`config.mk`:
```
export PLATFORM = sky130hd
export DESIGN_NAME = ipv4_rx_header_checker_unit
export DESIGN_NICKNAME = d
export VERILOG_FILES = /design/src/rtl/ipv4rx_pkg.sv /design/src/rtl/ipv4_rx_header_checker_unit.sv /design/src/rtl/ipv4rx_parser.sv /design/src/rtl/ipv4rx_queue.sv /design/src/rtl/ipv4rx_judge.sv
export SDC_FILE = /design/constraint.sdc
export NUM_CORES = 1
export LEC_CHECK = 0
export BUFFER_PORTS_ARGS = -buffer_cell sky130_fd_sc_hd__buf_2
export CAP_MARGIN = 20
export CORE_MARGIN = 3
export CORE_UTILIZATION = 60
export DETAILED_ROUTE_END_ITERATION = 6
export MAX_ROUTING_LAYER = met4
export PLACE_DENSITY = 0.91
export SLEW_MARGIN = 20
export SYNTH_ARGS = -nofsm -noshare
export SYNTH_HDL_FRONTEND = slang
export SYNTH_HIERARCHICAL = 1
export SYNTH_SLANG_ARGS = --single-unit
```
`constraint.sdc`:
```
create_clock -name clk -period 13.54 [get_ports clk]
set_input_delay 2.708 -clock clk [delete_from_list [all_inputs] [get_ports clk]]
set_output_delay 2.708 -clock clk [all_outputs]
set_load 0.01 [all_outputs]
```
`src/rtl/ipv4rx_pkg.sv`:
```
// Shared types and constants of the IPv4 receive header checker.
package ipv4rx_pkg;

  localparam int QUEUE_DEPTH_DEF = 2;
  localparam int CFG_ADDR_W      = 3;
  localparam int CFG_DATA_W      = 32;

  localparam logic [15:0] MAX_REASM_RST = 16'hFFFF;

  // Register word indexes on the configuration port.
  localparam logic REG_MAX_REASM = 1'b0;

  localparam logic [12:0] FRAG_OFF_MASK = 13'h1FFF;
  localparam int          MF_BIT        = 13;
  localparam logic [2:0]  ALIGN_MASK    = 3'h7;
  localparam logic [15:0] MIN_HDR_BYTES = 16'd20;
  localparam logic [3:0]  IP_VERSION4   = 4'd4;
  localparam logic [3:0]  MIN_IHL       = 4'd5;

  typedef enum logic [3:0] {
    ST_WHOLE_OK     = 4'd0,
    ST_FRAG_OK      = 4'd1,
    ST_SHORT_FRAME  = 4'd2,
    ST_BAD_VERSION  = 4'd3,
    ST_SHORT_IHL    = 4'd4,
    ST_FRAME_LT_HDR = 4'd5,
    ST_BAD_CSUM     = 4'd6,
    ST_TOT_LT_HDR   = 4'd7,
    ST_FRAME_LT_TOT = 4'd8,
    ST_EMPTY_FRAG   = 4'd9,
    ST_MISALIGNED   = 4'd10,
    ST_TOO_LARGE    = 4'd11
  } status_t;

  // One parsed header, handed from the parser to the judge.
  typedef struct packed {
    logic        early;
    status_t     early_status;
    logic [15:0] csum;
    logic [15:0] total_len;
    logic [15:0] ident;
    logic [15:0] flags_frag;
    logic [7:0]  protocol;
    logic [31:0] src;
    logic [31:0] dst;
    logic [5:0]  hdr_len;
    logic [15:0] rx_len;
  } hdr_rec_t;

endpackage

```
`src/rtl/ipv4_rx_header_checker_unit.sv`:
```
// Top level of the IPv4 receive header checker with its configuration port.
// Throughput: one frame byte per cycle, set by the single sum-and-capture step,
// while the queue has room. A result item passes the queue write, then the judge
// register, after its last header byte (or first byte, for an early reject) is taken.
// Reset (synchronous, rst_n low) empties the queue and output register, makes the
// parser ignore bytes until a first byte, and sets max_reassembly_len to 65535.
module ipv4_rx_header_checker_unit #(
  parameter int QUEUE_DEPTH = ipv4rx_pkg::QUEUE_DEPTH_DEF
) (
  input  logic                              clk,
  input  logic                              rst_n,
  input  logic                              in_valid,
  output logic                              in_ready,
  input  logic [7:0]                        in_data_byte,
  input  logic                              in_first_byte,
  input  logic [15:0]                       in_frame_length,
  output logic                              out_valid,
  input  logic                              out_ready,
  output logic [3:0]                        out_status,
  output logic [7:0]                        out_protocol,
  output logic [31:0]                       out_source_address,
  output logic [31:0]                       out_destination_address,
  output logic [5:0]                        out_header_length,
  output logic [15:0]                       out_payload_length,
  output logic [15:0]                       out_fragment_offset,
  output logic                              out_more_fragments,
  output logic [15:0]                       out_identification,
  input  logic                              psel,
  input  logic                              penable,
  input  logic                              pwrite,
  input  logic [ipv4rx_pkg::CFG_ADDR_W-1:0] paddr,
  input  logic [ipv4rx_pkg::CFG_DATA_W-1:0] pwdata,
  output logic [ipv4rx_pkg::CFG_DATA_W-1:0] prdata,
  output logic                              pready
);
  import ipv4rx_pkg::*;

  logic [15:0] max_reasm_r;
  logic        cfg_wr;
  logic        q_full, q_not_empty, push, pop;
  hdr_rec_t    push_rec, head_rec;

  assign pready = 1'b1;
  assign cfg_wr = psel && penable && pwrite && (paddr[2] == REG_MAX_REASM);
  assign prdata = (paddr[2] == REG_MAX_REASM) ? {16'd0, max_reasm_r} : '0;

  always_ff @(posedge clk) begin
    if (!rst_n) begin
      max_reasm_r <= MAX_REASM_RST;
    end else if (cfg_wr) begin
      max_reasm_r <= pwdata[15:0];
    end
  end

  ipv4rx_parser u_parser (
    .clk             (clk),
    .rst_n           (rst_n),
    .in_valid        (in_valid),
    .in_ready        (in_ready),
    .in_data_byte    (in_data_byte),
    .in_first_byte   (in_first_byte),
    .in_frame_length (in_frame_length),
    .q_full          (q_full),
    .push            (push),
    .rec             (push_rec)
  );

  ipv4rx_queue #(.DEPTH(QUEUE_DEPTH)) u_queue (
    .clk       (clk),
    .rst_n     (rst_n),
    .push      (push),
    .push_rec  (push_rec),
    .pop       (pop),
    .head_rec  (head_rec),
    .not_empty (q_not_empty),
    .full      (q_full)
  );

  ipv4rx_judge u_judge (
    .clk                     (clk),
    .rst_n                   (rst_n),
    .q_not_empty             (q_not_empty),
    .head_rec                (head_rec),
    .pop                     (pop),
    .max_reasm_len           (max_reasm_r),
    .out_valid               (out_valid),
    .out_ready               (out_ready),
    .out_status              (out_status),
    .out_protocol            (out_protocol),
    .out_source_address      (out_source_address),
    .out_destination_address (out_destination_address),
    .out_header_length       (out_header_length),
    .out_payload_length      (out_payload_length),
    .out_fragment_offset     (out_fragment_offset),
    .out_more_fragments      (out_more_fragments),
    .out_identification      (out_identification)
  );

endmodule

```
`src/rtl/ipv4rx_parser.sv`:
```
// Front end: takes frame bytes, sums the header and captures its fields.
module ipv4rx_parser (
  input  logic                clk,
  input  logic                rst_n,
  input  logic                in_valid,
  output logic                in_ready,
  input  logic [7:0]          in_data_byte,
  input  logic                in_first_byte,
  input  logic [15:0]         in_frame_length,
  input  logic                q_full,
  output logic                push,
  output ipv4rx_pkg::hdr_rec_t rec
);
  import ipv4rx_pkg::*;

  localparam logic [5:0] IDX_MAX = 6'd63;

  logic [5:0]  idx_r, idx_nxt;
  logic [15:0] flen_r, flen_nxt;
  logic [5:0]  hb_r, hb_nxt;
  logic [15:0] sum_r, sum_nxt;
  logic [7:0]  hold_r, hold_nxt;
  logic [15:0] tot_r, tot_nxt;
  logic [15:0] ident_r, ident_nxt;
  logic [15:0] ff_r, ff_nxt;
  logic [7:0]  proto_r, proto_nxt;
  logic [31:0] src_r, src_nxt;
  logic [31:0] dst_r, dst_nxt;
  logic        given_r, given_nxt;

  logic        active;
  logic [5:0]  idx;
  logic [3:0]  ihl;
  status_t     early_st;
  logic        early_err;
  logic        last_byte;
  logic [16:0] sum17;

  assign in_ready = !q_full;
  assign active   = in_valid && in_ready && (in_first_byte || !given_r);
  assign idx      = in_first_byte ? 6'd0 : idx_r;
  assign ihl      = in_data_byte[3:0];

  always_comb begin
    // A first byte starts from a cleared header.
    flen_nxt  = in_first_byte ? in_frame_length : flen_r;
    hb_nxt    = in_first_byte ? 6'd0  : hb_r;
    sum_nxt   = in_first_byte ? 16'd0 : sum_r;
    hold_nxt  = in_first_byte ? 8'd0  : hold_r;
    tot_nxt   = in_first_byte ? 16'd0 : tot_r;
    ident_nxt = in_first_byte ? 16'd0 : ident_r;
    ff_nxt    = in_first_byte ? 16'd0 : ff_r;
    proto_nxt = in_first_byte ? 8'd0  : proto_r;
    src_nxt   = in_first_byte ? 32'd0 : src_r;
    dst_nxt   = in_first_byte ? 32'd0 : dst_r;

    early_st = ST_WHOLE_OK;
    if (flen_nxt < MIN_HDR_BYTES) begin
      early_st = ST_SHORT_FRAME;
    end else if (in_data_byte[7:4] != IP_VERSION4) begin
      early_st = ST_BAD_VERSION;
    end else if (ihl < MIN_IHL) begin
      early_st = ST_SHORT_IHL;
    end else if (flen_nxt < {10'd0, ihl, 2'b00}) begin
      early_st = ST_FRAME_LT_HDR;
    end
    early_err = (idx == 6'd0) && (early_st != ST_WHOLE_OK);

    if (idx == 6'd0) begin
      hb_nxt = {ihl, 2'b00};
    end

    case (idx)
      6'd2:    tot_nxt[15:8]   = in_data_byte;
      6'd3:    tot_nxt[7:0]    = in_data_byte;
      6'd4:    ident_nxt[15:8] = in_data_byte;
      6'd5:    ident_nxt[7:0]  = in_data_byte;
      6'd6:    ff_nxt[15:8]    = in_data_byte;
      6'd7:    ff_nxt[7:0]     = in_data_byte;
      6'd9:    proto_nxt       = in_data_byte;
      6'd12:   src_nxt[31:24]  = in_data_byte;
      6'd13:   src_nxt[23:16]  = in_data_byte;
      6'd14:   src_nxt[15:8]   = in_data_byte;
      6'd15:   src_nxt[7:0]    = in_data_byte;
      6'd16:   dst_nxt[31:24]  = in_data_byte;
      6'd17:   dst_nxt[23:16]  = in_data_byte;
      6'd18:   dst_nxt[15:8]   = in_data_byte;
      6'd19:   dst_nxt[7:0]    = in_data_byte;
      default: ;
    endcase

    // Odd bytes close a 16-bit word; the carry wraps around.
    sum17 = {1'b0, sum_nxt} + {1'b0, hold_nxt, in_data_byte};
    if (idx[0]) begin
      sum_nxt = sum17[15:0] + {15'd0, sum17[16]};
    end else begin
      hold_nxt = in_data_byte;
    end

    idx_nxt   = (idx == IDX_MAX) ? IDX_MAX : idx + 6'd1;
    last_byte = ({1'b0, idx} + 7'd1) == {1'b0, hb_nxt};

    given_nxt = given_r;
    push      = 1'b0;
    if (active) begin
      if (early_err || last_byte) begin
        given_nxt = 1'b1;
        push      = 1'b1;
      end else begin
        given_nxt = 1'b0;
      end
    end
  end

  always_comb begin
    rec.early        = early_err;
    rec.early_status = early_st;
    rec.csum         = sum_nxt;
    rec.total_len    = tot_nxt;
    rec.ident        = ident_nxt;
    rec.flags_frag   = ff_nxt;
    rec.protocol     = proto_nxt;
    rec.src          = src_nxt;
    rec.dst          = dst_nxt;
    rec.hdr_len      = hb_nxt;
    rec.rx_len       = flen_nxt;
  end

  always_ff @(posedge clk) begin
    if (!rst_n) begin
      idx_r   <= 6'd0;
      hb_r    <= 6'd0;
      given_r <= 1'b1;
    end else begin
      given_r <= given_nxt;
      if (active && !early_err) begin
        idx_r <= idx_nxt;
        hb_r  <= hb_nxt;
      end
    end
  end

  always_ff @(posedge clk) begin
    if (active && !early_err) begin
      flen_r  <= flen_nxt;
      sum_r   <= sum_nxt;
      hold_r  <= hold_nxt;
      tot_r   <= tot_nxt;
      ident_r <= ident_nxt;
      ff_r    <= ff_nxt;
      proto_r <= proto_nxt;
      src_r   <= src_nxt;
      dst_r   <= dst_nxt;
    end
  end

endmodule

```
`src/rtl/ipv4rx_queue.sv`:
```
// Short queue of parsed headers between the parser and the judge.
module ipv4rx_queue #(
  parameter int DEPTH = ipv4rx_pkg::QUEUE_DEPTH_DEF
) (
  input  logic                 clk,
  input  logic                 rst_n,
  input  logic                 push,
  input  ipv4rx_pkg::hdr_rec_t push_rec,
  input  logic                 pop,
  output ipv4rx_pkg::hdr_rec_t head_rec,
  output logic                 not_empty,
  output logic                 full
);
  import ipv4rx_pkg::*;

  localparam int PTR_W = (DEPTH > 1) ? $clog2(DEPTH) : 1;
  localparam int CNT_W = $clog2(DEPTH + 1);
  localparam logic [PTR_W-1:0] PTR_LAST = PTR_W'(DEPTH - 1);
  localparam logic [CNT_W-1:0] CNT_FULL = CNT_W'(DEPTH);

  hdr_rec_t         mem_r [DEPTH];
  logic [PTR_W-1:0] wr_ptr_r, wr_ptr_nxt;
  logic [PTR_W-1:0] rd_ptr_r, rd_ptr_nxt;
  logic [CNT_W-1:0] cnt_r, cnt_nxt;
  logic             do_push, do_pop;

  assign full      = (cnt_r == CNT_FULL);
  assign not_empty = (cnt_r != '0);
  assign do_push   = push && !full;
  assign do_pop    = pop && not_empty;
  assign head_rec  = mem_r[rd_ptr_r];

  always_comb begin
    wr_ptr_nxt = wr_ptr_r;
    rd_ptr_nxt = rd_ptr_r;
    cnt_nxt    = cnt_r;
    if (do_push) begin
      wr_ptr_nxt = (wr_ptr_r == PTR_LAST) ? '0 : wr_ptr_r + 1'b1;
    end
    if (do_pop) begin
      rd_ptr_nxt = (rd_ptr_r == PTR_LAST) ? '0 : rd_ptr_r + 1'b1;
    end
    if (do_push && !do_pop) begin
      cnt_nxt = cnt_r + 1'b1;
    end else if (do_pop && !do_push) begin
      cnt_nxt = cnt_r - 1'b1;
    end
  end

  always_ff @(posedge clk) begin
    if (!rst_n) begin
      wr_ptr_r <= '0;
      rd_ptr_r <= '0;
      cnt_r    <= '0;
    end else begin
      wr_ptr_r <= wr_ptr_nxt;
      rd_ptr_r <= rd_ptr_nxt;
      cnt_r    <= cnt_nxt;
    end
  end

  always_ff @(posedge clk) begin
    if (do_push) begin
      mem_r[wr_ptr_r] <= push_rec;
    end
  end

endmodule

```
`src/rtl/ipv4rx_judge.sv`:
```
// Back end: decides the final status of a header and holds the result item.
module ipv4rx_judge (
  input  logic                 clk,
  input  logic                 rst_n,
  input  logic                 q_not_empty,
  input  ipv4rx_pkg::hdr_rec_t head_rec,
  output logic                 pop,
  input  logic [15:0]          max_reasm_len,
  output logic                 out_valid,
  input  logic                 out_ready,
  output logic [3:0]           out_status,
  output logic [7:0]           out_protocol,
  output logic [31:0]          out_source_address,
  output logic [31:0]          out_destination_address,
  output logic [5:0]           out_header_length,
  output logic [15:0]          out_payload_length,
  output logic [15:0]          out_fragment_offset,
  output logic                 out_more_fragments,
  output logic [15:0]          out_identification
);
  import ipv4rx_pkg::*;

  logic        valid_r;
  logic [3:0]  status_r;
  logic [7:0]  proto_r;
  logic [31:0] src_r, dst_r;
  logic [5:0]  hlen_r;
  logic [15:0] pay_r, off_r, ident_r;
  logic        mf_r;

  logic        tot_lt_hdr;
  logic [15:0] pay_raw, pay, off;
  logic        more;
  logic [16:0] reach;
  status_t     st;

  assign pop = q_not_empty && (!valid_r || out_ready);

  always_comb begin
    tot_lt_hdr = head_rec.total_len < {10'd0, head_rec.hdr_len};
    pay_raw    = head_rec.total_len - {10'd0, head_rec.hdr_len};
    pay        = tot_lt_hdr ? 16'd0 : pay_raw;
    off        = {head_rec.flags_frag[12:0] & FRAG_OFF_MASK, 3'b000};
    more       = head_rec.flags_frag[MF_BIT];
    reach      = {1'b0, off} + {1'b0, pay};

    if (head_rec.early) begin
      st = head_rec.early_status;
    end else if (head_rec.csum != 16'hFFFF) begin
      st = ST_BAD_CSUM;
    end else if (tot_lt_hdr) begin
      st = ST_TOT_LT_HDR;
    end else if (head_rec.rx_len < head_rec.total_len) begin
      st = ST_FRAME_LT_TOT;
    end else if ((off != 16'd0) || more) begin
      if (pay == 16'd0) begin
        st = ST_EMPTY_FRAG;
      end else if (more && ((pay[2:0] & ALIGN_MASK) != 3'd0)) begin
        st = ST_MISALIGNED;
      end else if (reach > {1'b0, max_reasm_len}) begin
        st = ST_TOO_LARGE;
      end else begin
        st = ST_FRAG_OK;
      end
    end else begin
      st = ST_WHOLE_OK;
    end
  end

  always_ff @(posedge clk) begin
    if (!rst_n) begin
      valid_r <= 1'b0;
    end else if (pop) begin
      valid_r <= 1'b1;
    end else if (out_ready) begin
      valid_r <= 1'b0;
    end
  end

  // Early rejects carry only a status; every other field reads zero.
  always_ff @(posedge clk) begin
    if (pop) begin
      status_r <= st;
      proto_r  <= head_rec.early ? 8'd0  : head_rec.protocol;
      src_r    <= head_rec.early ? 32'd0 : head_rec.src;
      dst_r    <= head_rec.early ? 32'd0 : head_rec.dst;
      hlen_r   <= head_rec.early ? 6'd0  : head_rec.hdr_len;
      pay_r    <= head_rec.early ? 16'd0 : pay;
      off_r    <= head_rec.early ? 16'd0 : off;
      mf_r     <= head_rec.early ? 1'b0  : more;
      ident_r  <= head_rec.early ? 16'd0 : head_rec.ident;
    end
  end

  assign out_valid               = valid_r;
  assign out_status              = status_r;
  assign out_protocol            = proto_r;
  assign out_source_address      = src_r;
  assign out_destination_address = dst_r;
  assign out_header_length       = hlen_r;
  assign out_payload_length      = pay_r;
  assign out_fragment_offset     = off_r;
  assign out_more_fragments      = mf_r;
  assign out_identification      = ident_r;

endmodule

```
== Yosys cells after proc, flatten, opt, wreduce, memory -nomap -nowiden ==
Memories as Yosys holds them, arrays and structs flattened. A register that Yosys moved wholly into a read port is not among the register bits.
Index checks and enable logic that the tools add are counted.
Word-level totals
  flip-flop bits (word level): 325
  input bits: 67
  word-level logic and storage cells: 152
  memories: 1
  bits in writable memories: 326
Cells by class
  $lt $le $gt $ge: 6
  $add $sub $neg: 10
  reduce and logical (&&, ||, !) cells: 31
  eq/ne operators: 20
  bitwise operators: 1
  muxes and demuxes: 56
Memories
  u_queue.mem_r: depth 2, width 163, rd ports 1, clocked after Yosys merged registers in 1, wr ports 1, RTL line ipv4rx_queue.sv:21  | hdr_rec_t mem_r [DEPTH];
Operator list (number)
  8-bit 2-to-1 mux: 18
  16-bit 2-to-1 mux: 8
  32-bit 2-to-1 mux: 2
  4-bit 2-to-1 mux: 11
  16-bit by 16-bit adder with 17-bit output: 2
  16-bit by 6-bit < comparator with 1-bit output: 2
  6-bit by 4-bit == test with 1-bit output, second input constant: 5
  6-bit by 3-bit == test with 1-bit output, second input constant: 4
  6-bit by 5-bit == test with 1-bit output, second input constant: 4
  6-bit 2-to-1 mux: 4
  17-bit by 16-bit greater-than comparator with 1-bit output: 1
  16-bit by 1-bit adder with 16-bit output: 1
  16-bit logical NOT: 1
  16-bit < comparator: 1
  16-bit by 5-bit < comparator with 1-bit output, second input constant: 1
  16-bit != test, second input constant: 1
  16-bit by 6-bit subtractor with 16-bit output: 1
  1-bit logical AND: 13
  13-bit nonzero test: 1
  6-bit by 2-bit == test with 1-bit output, second input constant: 2
  1-bit 2-to-1 mux: 10
  6-bit by 1-bit adder with 7-bit output, second input constant: 1
  7-bit by 6-bit == test with 1-bit output: 1
  6-bit by 1-bit adder with 6-bit output, second input constant: 1
  16 further kinds: 28

== Logic depth before layout (Yosys ltp) ==
  word-level depth: 16
  mapped depth: 33

== By module ==
The synthesis kept the hierarchy.
Modules (own cells, without submodules)
  ipv4rx_queue: cells each 532, area each 12270.5 µm², times used 1, sequential area each 9889.5 µm²
  ipv4rx_parser: cells each 871, area each 9191.3 µm², times used 1, sequential area each 5064.9 µm²
  ipv4rx_judge: cells each 576, area each 6779.0 µm², times used 1, sequential area each 3863.7 µm²
  ipv4_rx_header_checker_unit: cells each 106, area each 987.2 µm², times used 1, sequential area each 320.3 µm²

== Worst setup path after synthesis ==
Ideal clock, no wire load.
  path kind: input to register
  from: input port in_first_byte
  to: memory u_queue/mem_r[0][0] in the netlist's numbering, enable pin
  stages: 14
  arrival time: 11528 ps
  data required time: 12884 ps
  setup time: 656 ps
  path slack: 1356 ps
  path through: clkbuf_1 clkbuf_1 buf_1 mux2_2 ha_1 o21ai_0 a21boi_0 o21a_1 o21ai_0 a21oi_1 a2bb2oi_1 nor2_1 inv_1 nor3_2
RTL lines
  start, declared: RTL line ipv4_rx_header_checker_unit.sv:15  | input logic in_first_byte,
  end, declared: RTL line ipv4rx_queue.sv:21

==> results_dict.tcl <==
set metrics [dict create \
    setup_viol 0 \
    skew_ns 0.0319 \
    global_route.usage.total 0.261 \
    drt_first_pass_iters 6 \
    cap_viol_max_count 0 \
    critical-path-top-cell-by-count "sky130_fd_sc_hd__o21ai_0" \
    sinks_on_clock_net 643 \
    tritoncts_clock_tree "yes" \
    grt_setup_unrepaired "no" \
    power.share.clock 0.284 \
    maximum_fanout_along_the_worst_path 62 \
    insertion_delay_ns 0.66 \
    final_number_of_hold_violating_endpoints 0 \
    p_int_uw 4300 \
    io_buffer_count 194 \
    maxClockFrequency_mhz 115 \
    htree_levels 2 \
    critical_path.startpoint_type "flop" \
    slew_viol_final 0 \
    route.vias.total 18000 \
    vdd_ir_drop_max_mv 0.117 \
    postSynthAreaPerCell_um2 14.0 \
    worst_path_largest_cell_delay_ns 0.98 \
    std_cell_rows 79 \
    number_of_global_route_vias_before_repair 17900 \
    final.period_utilization 0.645 \
    floorplan.initialDensity 0.615 \
    floorplan.core_area_mm2 0.0471 \
    reg2reg_depth 25 \
    worstSetupPathDepth 25 \
    critPathBufInv 1 \
    pre_cts_ws_ns 4.87 \
    finalSetupTns_ns 0 \
    synthesis.instances 2073 \
    final_net_count 2385 \
    cts_root_buf "sky130_fd_sc_hd__clkbuf_16" \
    cts-root-to-sink-buffers 3 \
    floorplan.die.width_um 226 \
    hold_buffers 0 \
    cts_made_buffers 60 \
    switching_share 0.307 \
    holdCritPathClass "reg -> reg" \
    drtIter0Drc 2062 \
    ioPinCount 233 \
    finalWorstSetupSlack_ns 4.81 \
    ratio_of_cells_with_drive_above_1_in_the_final_layout 0.226 \
    r2r_setup_slack_ns 4.81 \
    cts_setup_buffers 0 \
    result_of_the_run "complete, no violations" \
    leakagePower_uw 0.0117 \
    worstSetupEndpoint "u_judge/out_status[3]" \
    drt_drc_violations_left 0 \
    place.detailed.hpwl_um 40000 \
    synth_area_mm2 0.0290 \
    pwr_density_cell_mw_per_mm2 192 \
    cp_data_required_time_ns 13.93 \
    gr-total-overflow 0 \
    areaGrowthSynthToFinish_pct 11.7 \
    post_drt_wl_per_cell_um 22.5 \
    worstPathArrival_ns 9.12 \
    yosys_warnings 6 \
    fp.dieArea_mm2 0.0510 \
    r2r-end "u_judge/out_status[3]" \
    grt_antenna_before_repair 1 \
    netSwitchingPower_uw 1910 \
    crit_family "simple AND/OR/NAND/NOR gates" \
    post-route-min-period_ns 8.73 \
    die_h_um 226 \
    gp_routability_congestion 0.955 \
    combinationalPowerShare 0.279 \
    worst_pin_slew_ns 1.16 \
    cts.reportedPaths.clkPinSlew_ns 0.06 \
    crit_path_top_delay_cell "sky130_fd_sc_hd__buf_4" \
    sequentialPowerShare 0.437 \
    route.final.wire_length_um 65200 \
    timing.max_slew.rel_slack 0.225 \
    first_pass_grt_wire_length_um 100000 \
    post_drt_via_cell_ratio 6.21 \
    crit_type "reg -> reg" \
    min_path_cells 2 \
    antenna_violating_nets_post_route 0 \
    grt_start_max_net_pins 150 \
    post_cts_sizing 0 \
    num_antenna_cells 0 \
    fin_hold_ws_ns 0.498 \
    endpoint_type_of_the_worst_setup_path "flop" \
]
layout make-up:
class / instances / area [um2]
Sequential cell: 643 / 19000
Multi-Input combinational cell: 1255 / 9230
Inverter: 71 / 269
Timing Repair Buffer: 208 / 1090
Clock inverter: 43 / 529
Tap cell: 607 / 759
Fill cell: 3006 / 14800
Clock buffer: 69 / 1560
registers in the layout (all words and copies together) (netlist names), 32 cells and up, named ones only:
register / count
u_judge/out_destination_address: 32
u_queue/mem_r: 322
u_parser/src_r: 32
u_parser/dst_r: 32
u_judge/out_source_address: 32
metal layers:
layer  vias to the layer above  part of all wire  routed length [um]  track usage
met2                      1041              0.50               32400        0.427
li1                       7990                 -                   -            -
met4                         0             0.040                2620        0.106
met3                       220             0.085                5530       0.0426
met1                      8736              0.38               24600        0.328
met5                         -                 0                   0            -
how the worst min path moves through the flow:
stage	slack, ns	endpoint	start
floorplan	0.40	u_parser/hb_r[1]	u_parser/hb_r[1]
global placement	0.41	u_parser/hb_r[1]	u_parser/hb_r[1]
detailed placement	0.43	u_parser/hb_r[1]	u_parser/hb_r[1]
CTS	0.49	u_parser/hb_r[1]	u_parser/hb_r[1]
global route	0.49	u_parser/hb_r[1]	u_parser/hb_r[1]
finish	0.50	u_parser/given_r	u_parser/given_r
worst min-delay path: stages (launching register included):
cell	delay (ns)
sky130_fd_sc_hd__dfxtp_1	0.33
sky130_fd_sc_hd__a21oi_1	0.07
sky130_fd_sc_hd__o21ai_0	0.07
power groups by stage:
stage | Combinational (uW) | Sequential, uW | Clock, uW
floorplan | 1110 | 2860 | 0
global placement | 1640 | 2730 | 0
detailed placement | 1700 | 2740 | 0
CTS | 1720 | 2710 | 1790
global route | 1880 | 2740 | 1860
finish | 1730 | 2710 | 1760
metrics by stage:
step                      area [um2]  instances   util  power (uW)
after floorplan                29100       2090      -        3980
after global placement         30300       2784  0.643        4380
after detailed placement       30300       2784  0.643        4450
after CTS                      32400       2896  0.687        6220
after global routing           32400       2896  0.687        6470
final                          32400       2896  0.687        6210
placed cells by master, fill, tap and decap left out, types with 5 or more instances in the layout:
master / instances
sky130_fd_sc_hd__nor3_1: 24
sky130_fd_sc_hd__mux2_4: 69
sky130_fd_sc_hd__buf_4: 13
sky130_fd_sc_hd__bufinv_16: 10
sky130_fd_sc_hd__a31oi_1: 7
sky130_fd_sc_hd__dfxtp_1: 34
sky130_fd_sc_hd__or3_1: 5
sky130_fd_sc_hd__a21boi_0: 7
sky130_fd_sc_hd__a21o_1: 14
sky130_fd_sc_hd__xor2_1: 16
sky130_fd_sc_hd__a211oi_1: 17
sky130_fd_sc_hd__o21a_1: 9
sky130_fd_sc_hd__nand3b_1: 5
sky130_fd_sc_hd__and2_1: 6
sky130_fd_sc_hd__inv_1: 69
sky130_fd_sc_hd__nor2b_1: 179
sky130_fd_sc_hd__xnor2_1: 33
sky130_fd_sc_hd__edfxtp_1: 608
sky130_fd_sc_hd__clkinv_1: 13
sky130_fd_sc_hd__clkbuf_16: 60
sky130_fd_sc_hd__clkbuf_1: 7
sky130_fd_sc_hd__nor4_1: 12
sky130_fd_sc_hd__buf_2: 194
sky130_fd_sc_hd__o21ai_0: 162
sky130_fd_sc_hd__nand3_1: 134
sky130_fd_sc_hd__and2b_2: 6
sky130_fd_sc_hd__nor2_1: 79
sky130_fd_sc_hd__mux2i_1: 27
sky130_fd_sc_hd__clkinv_2: 11
sky130_fd_sc_hd__nand4_1: 16
sky130_fd_sc_hd__a21oi_1: 39
sky130_fd_sc_hd__o211ai_1: 5
sky130_fd_sc_hd__and3_1: 10
sky130_fd_sc_hd__o21ai_1: 6
sky130_fd_sc_hd__nand2b_1: 5
sky130_fd_sc_hd__ha_1: 76
sky130_fd_sc_hd__conb_1: 21
sky130_fd_sc_hd__nand2_1: 82
sky130_fd_sc_hd__mux2_2: 108
No activity file was read; power rests on OpenSTA's default activity.
